===== src/hw/rtl/tle_pkg.sv =====
// Shared types and constants for the text terminal line editor.
`timescale 1ns / 1ps

package tle_pkg;

  localparam int COL_W    = 6;
  localparam int ROW_W    = 6;
  localparam int DIM_W    = 7;
  localparam int ADDR_W   = 12;
  localparam int LIDX_W   = 6;
  localparam int BYTE_W   = 8;
  localparam int KIND_W   = 2;
  localparam int ACT_W    = 2;
  localparam int CFG_IDX_W = 1;

  localparam int CELL_DEPTH = 1 << ADDR_W;

  localparam logic [LIDX_W-1:0] LINE_MAX = 6'd63;
  localparam logic [DIM_W-1:0]  MAX_COLS = 7'd64;
  localparam logic [DIM_W-1:0]  MAX_ROWS = 7'd64;
  localparam logic [DIM_W-1:0]  COLS_RST = 7'd64;
  localparam logic [DIM_W-1:0]  ROWS_RST = 7'd40;

  localparam logic [BYTE_W-1:0] CHR_NUL = 8'h00;
  localparam logic [BYTE_W-1:0] CHR_BS  = 8'h08;
  localparam logic [BYTE_W-1:0] CHR_LF  = 8'h0A;
  localparam logic [BYTE_W-1:0] CHR_CR  = 8'h0D;

  localparam logic [ACT_W-1:0] ACT_PRINT = 2'd0;
  localparam logic [ACT_W-1:0] ACT_KEY   = 2'd1;
  localparam logic [ACT_W-1:0] ACT_READ  = 2'd2;

  localparam logic [CFG_IDX_W-1:0] REG_COLUMNS = 1'b0;
  localparam logic [CFG_IDX_W-1:0] REG_ROWS    = 1'b1;

  typedef enum logic [KIND_W-1:0] {
    KIND_STATUS  = 2'd0,
    KIND_CONSOLE = 2'd1,
    KIND_CELL    = 2'd2
  } kind_t;

  typedef enum logic [2:0] {
    MEM_NONE    = 3'd0,
    MEM_CLR_ALL = 3'd1,
    MEM_CLR_ROW = 3'd2,
    MEM_CLR_CUR = 3'd3,
    MEM_RD_LEFT = 3'd4,
    MEM_RD_REQ  = 3'd5
  } mem_op_t;

  typedef enum logic [1:0] {
    DSEL_ZERO = 2'd0,
    DSEL_LINE = 2'd1,
    DSEL_LF   = 2'd2,
    DSEL_CELL = 2'd3
  } dsel_t;

  typedef struct packed {
    logic    latch;
    logic    print;
    logic    step_left;
    logic    sweep_clr;
    logic    sweep_inc;
    mem_op_t mem_op;
    logic    line_store;
    logic    line_dec;
    logic    line_clr;
    logic    line_rd;
    logic    emit;
    kind_t   kind;
    dsel_t   dsel;
    logic    last;
  } tle_cmd_t;

  typedef struct packed {
    logic [ACT_W-1:0]  req_action;
    logic [BYTE_W-1:0] req_byte;
    logic              line_empty;
    logic              line_full;
    logic              line_last;
    logic              scroll;
    logic              row_end;
    logic              all_end;
    logic              col_zero;
    logic              cell_zero;
    logic              out_free;
    logic              rot_busy;
  } tle_status_t;

endpackage


===== src/hw/rtl/tle_ctrl.sv =====
// Controller state machine for the text terminal line editor.
`timescale 1ns / 1ps

module tle_ctrl
  import tle_pkg::*;
(
  input  logic        clk,
  input  logic        rst,
  input  logic        in_valid,
  output logic        in_ready,
  input  tle_status_t st,
  output tle_cmd_t    cmd
);

  typedef enum logic [14:0] {
    ST_CLEAR    = 15'b000000000000001,
    ST_IDLE     = 15'b000000000000010,
    ST_DECODE   = 15'b000000000000100,
    ST_PRINT    = 15'b000000000001000,
    ST_ROWCLR   = 15'b000000000010000,
    ST_BS_LEFT  = 15'b000000000100000,
    ST_BS_CLR   = 15'b000000001000000,
    ST_BS_RD    = 15'b000000010000000,
    ST_BS_CHK   = 15'b000000100000000,
    ST_LN_RD    = 15'b000001000000000,
    ST_LN_EMIT  = 15'b000010000000000,
    ST_LF_EMIT  = 15'b000100000000000,
    ST_RD_ISSUE = 15'b001000000000000,
    ST_RD_EMIT  = 15'b010000000000000,
    ST_STATUS   = 15'b100000000000000
  } state_t;

  state_t state, state_next;
  logic   enter, enter_next;
  state_t after_print;

  always_ff @(posedge clk) begin
    if (rst) begin
      state <= ST_CLEAR;
      enter <= 1'b0;
    end else begin
      state <= state_next;
      enter <= enter_next;
    end
  end

  // where a print goes once the cursor (and any scrolled row) is settled
  always_comb begin
    if (!enter) after_print = ST_STATUS;
    else if (st.line_empty) after_print = ST_LF_EMIT;
    else after_print = ST_LN_RD;
  end

  always_comb begin
    cmd        = '0;
    state_next = state;
    enter_next = enter;
    // hold the input while the rotation is being reduced after a rows write
    in_ready   = (state == ST_IDLE) && !st.rot_busy;
    case (state)
      ST_CLEAR: begin
        cmd.mem_op = MEM_CLR_ALL;
        if (st.all_end) begin
          cmd.sweep_clr = 1'b1;
          state_next    = ST_IDLE;
        end else begin
          cmd.sweep_inc = 1'b1;
        end
      end
      ST_IDLE: begin
        if (in_valid && !st.rot_busy) begin
          cmd.latch  = 1'b1;
          state_next = ST_DECODE;
        end
      end
      ST_DECODE: begin
        enter_next = 1'b0;
        case (st.req_action)
          ACT_PRINT: state_next = ST_PRINT;
          ACT_KEY: begin
            if (st.req_byte == CHR_LF) begin
              enter_next = 1'b1;
              state_next = ST_PRINT;
            end else if (st.req_byte == CHR_BS) begin
              if (!st.line_empty) begin
                cmd.line_dec = 1'b1;
                state_next   = ST_BS_LEFT;
              end else begin
                state_next = ST_STATUS;
              end
            end else if (st.req_byte != CHR_NUL && !st.line_full) begin
              cmd.line_store = 1'b1;
              state_next     = ST_PRINT;
            end else begin
              state_next = ST_STATUS;
            end
          end
          ACT_READ: state_next = ST_RD_ISSUE;
          default:  state_next = ST_STATUS;
        endcase
      end
      ST_PRINT: begin
        cmd.print     = 1'b1;
        cmd.sweep_clr = 1'b1;
        state_next    = st.scroll ? ST_ROWCLR : after_print;
      end
      ST_ROWCLR: begin
        cmd.mem_op = MEM_CLR_ROW;
        if (st.row_end) begin
          cmd.sweep_clr = 1'b1;
          state_next    = after_print;
        end else begin
          cmd.sweep_inc = 1'b1;
        end
      end
      ST_LN_RD: begin
        cmd.line_rd = 1'b1;
        state_next  = ST_LN_EMIT;
      end
      ST_LN_EMIT: begin
        if (st.out_free) begin
          cmd.emit      = 1'b1;
          cmd.kind      = KIND_CONSOLE;
          cmd.dsel      = DSEL_LINE;
          cmd.sweep_inc = 1'b1;
          state_next    = st.line_last ? ST_LF_EMIT : ST_LN_RD;
        end
      end
      ST_LF_EMIT: begin
        if (st.out_free) begin
          cmd.emit     = 1'b1;
          cmd.kind     = KIND_CONSOLE;
          cmd.dsel     = DSEL_LF;
          cmd.last     = 1'b1;
          cmd.line_clr = 1'b1;
          state_next   = ST_IDLE;
        end
      end
      ST_BS_LEFT: begin
        cmd.step_left = 1'b1;
        state_next    = ST_BS_CLR;
      end
      ST_BS_CLR: begin
        cmd.mem_op = MEM_CLR_CUR;
        state_next = ST_BS_RD;
      end
      ST_BS_RD: begin
        if (st.col_zero) begin
          state_next = ST_STATUS;
        end else begin
          cmd.mem_op = MEM_RD_LEFT;
          state_next = ST_BS_CHK;
        end
      end
      ST_BS_CHK: state_next = st.cell_zero ? ST_BS_LEFT : ST_STATUS;
      ST_RD_ISSUE: begin
        cmd.mem_op = MEM_RD_REQ;
        state_next = ST_RD_EMIT;
      end
      ST_RD_EMIT: begin
        if (st.out_free) begin
          cmd.emit   = 1'b1;
          cmd.kind   = KIND_CELL;
          cmd.dsel   = DSEL_CELL;
          cmd.last   = 1'b1;
          state_next = ST_IDLE;
        end
      end
      ST_STATUS: begin
        if (st.out_free) begin
          cmd.emit   = 1'b1;
          cmd.kind   = KIND_STATUS;
          cmd.dsel   = DSEL_ZERO;
          cmd.last   = 1'b1;
          state_next = ST_IDLE;
        end
      end
      default: state_next = ST_IDLE;
    endcase
  end

endmodule


===== config.mk =====
export PLATFORM = sky130hd
export DESIGN_NAME = tle_ctrl
export DESIGN_NICKNAME = d
export VERILOG_FILES = /design/src/hw/rtl/tle_pkg.sv /design/src/hw/rtl/tle_ctrl.sv
export SDC_FILE = /design/constraint.sdc
export NUM_CORES = 1
export LEC_CHECK = 0
export BUFFER_PORTS_ARGS = -buffer_cell sky130_fd_sc_hd__buf_2
export CAP_MARGIN = 20
export CORE_ASPECT_RATIO = 0.5
export CORE_MARGIN = 5
export CORE_UTILIZATION = 35
export CTS_BUF_LIST = sky130_fd_sc_hd__clkbuf_4 sky130_fd_sc_hd__clkbuf_8
export CTS_CLUSTER_DIAMETER = 80
export CTS_CLUSTER_SIZE = 24
export DETAILED_ROUTE_END_ITERATION = 8
export PLACE_DENSITY = 0.68
export SLEW_MARGIN = 20
export SYNTH_ARGS = -nofsm -noshare
export SYNTH_HDL_FRONTEND = slang
export SYNTH_SLANG_ARGS = --single-unit

===== constraint.sdc =====
create_clock -name clk -period 4.9 [get_ports clk]
set_clock_uncertainty 0.05 [all_clocks]
set_input_delay 0.245 -clock clk [delete_from_list [all_inputs] [get_ports clk]]
set_output_delay 0.245 -clock clk [all_outputs]
set_load 0.005 [all_outputs]

==> results of run 1 <==
==> flip-flops by register name (all words and copies together) (netlist names) <==
| signal | flops |
|---|---|
| state | 15 |
| enter | 1 |
==> stage by stage <==
stage | util [%] | hold WS [ns]
6_report | 44.6 | 0.195
5_1_grt | 44.6 | 0.197
4_1_cts | 44.6 | 0.183
3_5_place_dp | 43.0 | 0.444
3_3_place_gp | 43.0 | 0.433
2_1_floorplan | - | 0.272
==> area by class of cell <==
cell class	count	share of cell area (%)
clock buffer	4	3.48
inverter	6	1.42
multi-input combinational	139	57.8
timing repair buffer	41	13.0
sequential	16	20.3
tap	51	4.03
==> per-layer routing <==
| layer | up-vias | global-route usage, % |
|---|---|---|
| li1 | 708 | - |
| met2 | 50 | 23.1 |
| met5 | - | 0 |
| met4 | 0 | 3.45 |
| met1 | 658 | 20.8 |
| met3 | 2 | 3.36 |
==> final timing paths <==
| path | slack (ns) | end | from |
|---|---|---|---|
| max reg2reg | 2.60 | state[3] | state[10] |
| min | 0.20 | state[12] | st[18] |
| min reg2reg | 0.45 | enter | enter |
| max | 2.20 | cmd[10] | state[10] |
==> power by group through the flow <==
stage	sequential (mW)	clock (mW)	combinational (mW)
4_1_cts	0.139	0.126	0.0624
2_1_floorplan	0.136	0	0.0441
5_1_grt	0.140	0.133	0.0685
6_report	0.139	0.123	0.0625
3_3_place_gp	0.142	0	0.0609
3_5_place_dp	0.142	0	0.0617
==> cells in the final DEF (no fill, tap or decap), types with 2 or more instances in the layout <==
master / netlist / layout
dfxtp_1: 16 / 16
nand2_1: 18 / 18
nand3_1: 3 / 3
o21ai_0: 7 / 7
nor3b_1: 3 / 3
xor2_1: 2 / 2
nand3b_1: 4 / 4
or4_1: 2 / 2
nor4_1: 9 / 9
a21oi_1: 7 / 7
a41oi_1: 2 / 2
nor4_4: 2 / 2
nor2b_1: 2 / 2
nand2b_1: 6 / 6
nand4b_1: 2 / 2
nor4b_1: 4 / 4
nand4_1: 6 / 6
nor3_1: 11 / 11
clkbuf_8: 0 / 4
inv_1: 6 / 6
and4_1: 2 / 2
buf_2: 8 / 41
xnor2_1: 3 / 3
a21o_1: 2 / 2
nor2_1: 17 / 17
==> cells by family (layout without fill, tap and decap cells) <==
| group | count (synthesis) | count (layout) | share of synthesized area, % |
|---|---|---|---|
| compound gates | 30 | 30 | 16.7 |
| xor+xnor | 5 | 5 | 3.28 |
| simple gates | 103 | 103 | 47.8 |
| buf+inv | 19 | 51 | 7.50 |
| flops | 16 | 16 | 24.0 |
| mux | 1 | 1 | 0.750 |
==> metrics.yaml, run 1 <==
drc: 0
clockBufferDepth: 2
ys_warn_count: 0
crit_cells: 7
grt_max_degree: 14
cts-root-buf: "clkbuf_8"
via_per_inst: 5.52
post_cts_resized: 0
crit_slowest_cell: "or4_1"
cp.required_ns: 4.61
seq_power_share_pct: 42.9
num_antenna_cells: 0
finalSetupViolCount: 0
die_x_um: 97.3
multi_input_area_um2: 915
drtIter0Drc: 213
synth_flop_cell: "dfxtp_1"
finalSetupTns_ns: 0
gr-total-overflow: 0
fin_area_mm2: 0.00158
dp_cells: 253
place_ws_ns: 2.50
total_power_mw: 0.324
reg2reg_depth: 6
worst_pin_slew_ns: 0.676
place_area_mm2: 0.00153
synthTopCellsByCount: "nand2_1 (18), nor2_1 (17), dfxtp_1 (16)"
fmax_mhz: 370
drt-met1-wl_mm: 1.93
hp-class: "in2reg"
worst-setup-path-type: "reg2out"
wl_met3_um: 252
synth_top_area_share_pct: 24.0
cts_buffers: 3
hpwl_mm: 3.04
cts_setup_buffers: 0
area_delta_synth_final_pct: 18.5
startpoint_type: "flip-flop"
synth_area_leaders: "dfxtp_1 (24%), nand2_1 (5.1%), nor2_1 (4.8%)"
h-tree-depth: 1
internal_power_mw: 0.233
drive_gt1_share_pct: 28.2
maxSlewHeadroom_pct: 54.5
status: "completed"
wl_met2_mm: 1.62
avgSynthCellArea_um2: 7.67
maxCapViolations: 0
coreArea_mm2: 0.00355
vias: 1418
fillCellCount: 373
peakVddDrop_mv: 0.0671
min_period_ns: 2.70
synth_top_area_cell: "dfxtp_1"
power_frac_comb_pct: 19.3
syn-cell-area_mm2: 0.00134
finalHoldViolCount: 0
report.final.slew_viol_count: 0
initial_core_util_pct: 37.6
synthArstFlopShare_pct: 0
power_density_mw_per_mm2: 205
fin_crit_sh_pct: 55.1
cp_max_fo: 7
clkLatencyLatePin_ns: 0.26
setup_slack_ns: 2.20
hold_depth: 2
ys_types: 52
path_cells: "or4_1 > nor2_2 > nand2_1 > nor3_1 > nand3b_1 > nand3_1 > buf_2"
cp.buffers_inverters: 1
io_buffers: 41
synth_nets: 197
leakage_nw: 0.688
power.switching_mw: 0.0918
num_rows: 15
die-area_mm2: 0.00522
ys_seq_elements: 16
holdBufCountCts: 0
seq_area_frac_synth_pct: 24.0
clk_pin_slew_ns: 0.08
path_delay_family: "simple AND/OR/NAND/NOR gates"
grt_pass1_wl_mm: 6.15
io_pins: 42
yosysMostFrequentCell: "nand2_1"
cts_tree: "yes"
nets: 230
die_y_um: 53.7
grt_use_total_pct: 14.7
final_cell_count_no_fill: 257
ant_nets: 0
cpPeakStageDelay_ns: 0.70
endpoint_kind: "output pin"
synth-edff-count: 0
syn_inst: 174
wire_per_inst_um: 14.9
gp_congestion: 0.885
seqCellArea_um2: 320
antenna_found_initial: 0
maxUsedRoutingLayer: "met4"
grt_pass1_vias: 1311
cp.arrival_ns: 2.40
first_pass_iters: 4
wirelength_mm: 3.83
switching_share_pct: 28.3
rsz0062_at_grt: "false"
clock_power_share_pct: 37.9
cts_sinks: 16
Power figures use the tool's default switching activity.
==> run 2, diff against run 1 <==
==> constraint.sdc (replaced) <==
create_clock -name clk -period 2.68 [get_ports clk]
set_clock_uncertainty 0.05 [all_clocks]
set_input_delay 0.134 -clock clk [delete_from_list [all_inputs] [get_ports clk]]
set_output_delay 0.134 -clock clk [all_outputs]
set_load 0.005 [all_outputs]
==> run 2 against run 1 <==
  * Clock power is 80% higher
  * Sequential share of layout area is 0.28 points lower
  * Routed wire length is 0.16% higher
  * Total power is 83% higher
  * Combinational power is 90% higher
  * Critical endpoint is now cmd[8]
  * First-iteration DRC count is 21% lower
  * Sequential power is 82% higher
  * Largest cell class unchanged
  * Worst setup slack worse by 2.0 ns
==> metrics.yaml, run 2 (same netlist as run 1, synthesis figures left out) <==
vias: 1487
fmax_mhz: 406
grt_use_total_pct: 15.0
power.switching_mw: 0.165
endpoint_kind: "output pin"
maxCapViolations: 0
h-tree-depth: 1
die_y_um: 53.7
finalSetupViolCount: 0
status: "completed"
cts_sinks: 16
path_cells: "or4_4 > nor2_4 > and4_1 > nand3b_2 > nor4_4 > buf_2"
drtIter0Drc: 168
finalSetupTns_ns: 0
wire_per_inst_um: 14.8
num_rows: 15
clkLatencyLatePin_ns: 0.26
num_antenna_cells: 0
drive_gt1_share_pct: 29.8
gp_congestion: 0.892
ant_nets: 0
startpoint_type: "flip-flop"
clock_power_share_pct: 37.2
layout_commonest_cell: "buf_2"
leakage_nw: 0.695
grt_pass1_wl_mm: 6.35
grt_pass1_vias: 1340
maxSlewHeadroom_pct: 63.6
worst_pin_slew_ns: 0.541
cp.arrival_ns: 2.28
finalHoldViolCount: 0
power_frac_comb_pct: 20.1
r2r_end: "state[3]"
cp.buffers_inverters: 1
clockBufferDepth: 2
io_buffers: 41
cpPeakStageDelay_ns: 0.64
die-area_mm2: 0.00522
dp_cells: 255
crit_slowest_cell: "or4_4"
area_delta_synth_final_pct: 20.2
die_x_um: 97.3
reg.largest.list: "state x15, enter x1"
drc: 0
rrSetupSlack_ns: 0.45
grt_max_degree: 14
min_period_ns: 2.46
hold_depth: 2
cts_setup_buffers: 0
min-delay-start: "st[18]"
initial_core_util_pct: 37.6
post_cts_resized: 0
gr-total-overflow: 0
report.final.slew_viol_count: 0
seq_power_share_pct: 42.7
reg2reg_from: "state[0]"
first_pass_iters: 5
final_cell_count_no_fill: 259
hpwl_mm: 3.13
wirelength_mm: 3.84
cp.required_ns: 2.50
coreArea_mm2: 0.00355
rsz0062_at_grt: "false"
hold_path_end: "state[12]"
cts_tree: "yes"
path_delay_family: "simple AND/OR/NAND/NOR gates"
via_per_inst: 5.74
largest_register_ffs: 15
cts_buffers: 3
nets: 232
largest-register: "state"
layout_common_cells: "buf_2 (41), nand2_1 (18), nor2_1 (17)"
io_pins: 42
cp_max_fo: 8
cts-root-buf: "clkbuf_8"
holdBufCountCts: 0
clk_pin_slew_ns: 0.07
peakVddDrop_mv: 0.179
switching_share_pct: 27.8
reg2reg_depth: 6
fin_crit_sh_pct: 91.8
hp-class: "in2reg"
antenna_found_initial: 0
power_density_mw_per_mm2: 370
worst-setup-path-type: "reg2out"
internal_power_mw: 0.428
run 2: layer usage:
layer | track usage, % | wire length (um) | vias up
met1 | 20.5 | 1810 | 703
met5 | 0 | 0 | -
met3 | 3.23 | 327 | 4
li1 | - | - | 711
met4 | 3.91 | 31 | 0
met2 | 24.7 | 1660 | 69
run 2: power groups by stage:
stage               clock network [mW]  logic, mW  registers, mW
floorplan                            0     0.0806          0.248
global placement                     0      0.117          0.258
detailed placement                   0      0.119          0.258
CTS                              0.225      0.119          0.253
global route                     0.235      0.133          0.254
finish                           0.221      0.119          0.253
run 2: worst max path at each step:
stage | startpoint | end | cells past startpoint
2_1_floorplan | state[10] | state[11] | 8
3_3_place_gp | state[4] | cmd[8] | 6
3_5_place_dp | state[4] | cmd[8] | 6
4_1_cts | state[4] | cmd[8] | 6
5_1_grt | state[10] | cmd[10] | 7
6_report | state[4] | cmd[8] | 6
run 2: through the flow:
step	hold slack (ns)	area, um^2	worst slack, ns	power, mW	util, %
final	0.0760	1600	0.219	0.593	45.2
after global routing	0.0775	1600	0.0486	0.622	45.2
after detailed placement	0.337	1540	0.388	0.377	43.5
after floorplan	0.161	1340	0.588	0.329	-
after global placement	0.332	1540	0.409	0.375	43.5
after CTS	0.0728	1600	0.0858	0.596	45.0
run 2: layout make-up:
class                           instances  area (um^2)
Timing Repair Buffer                   43          220
Sequential cell                        16          320
Fill cell                             374         1940
Multi-Input combinational cell        139          922
Tap cell                               51         63.8
Clock buffer                            4         55.1
Inverter                                6         22.5
run 2: worst reg2reg max path, stage by stage (launching register included):
cell	delay, ns
dfxtp_1	0.41
or4_4	0.62
nor4_4	0.33
a2bb2oi_2	0.13
o211ai_4	0.30
or2_2	0.22
a2111oi_0	0.06
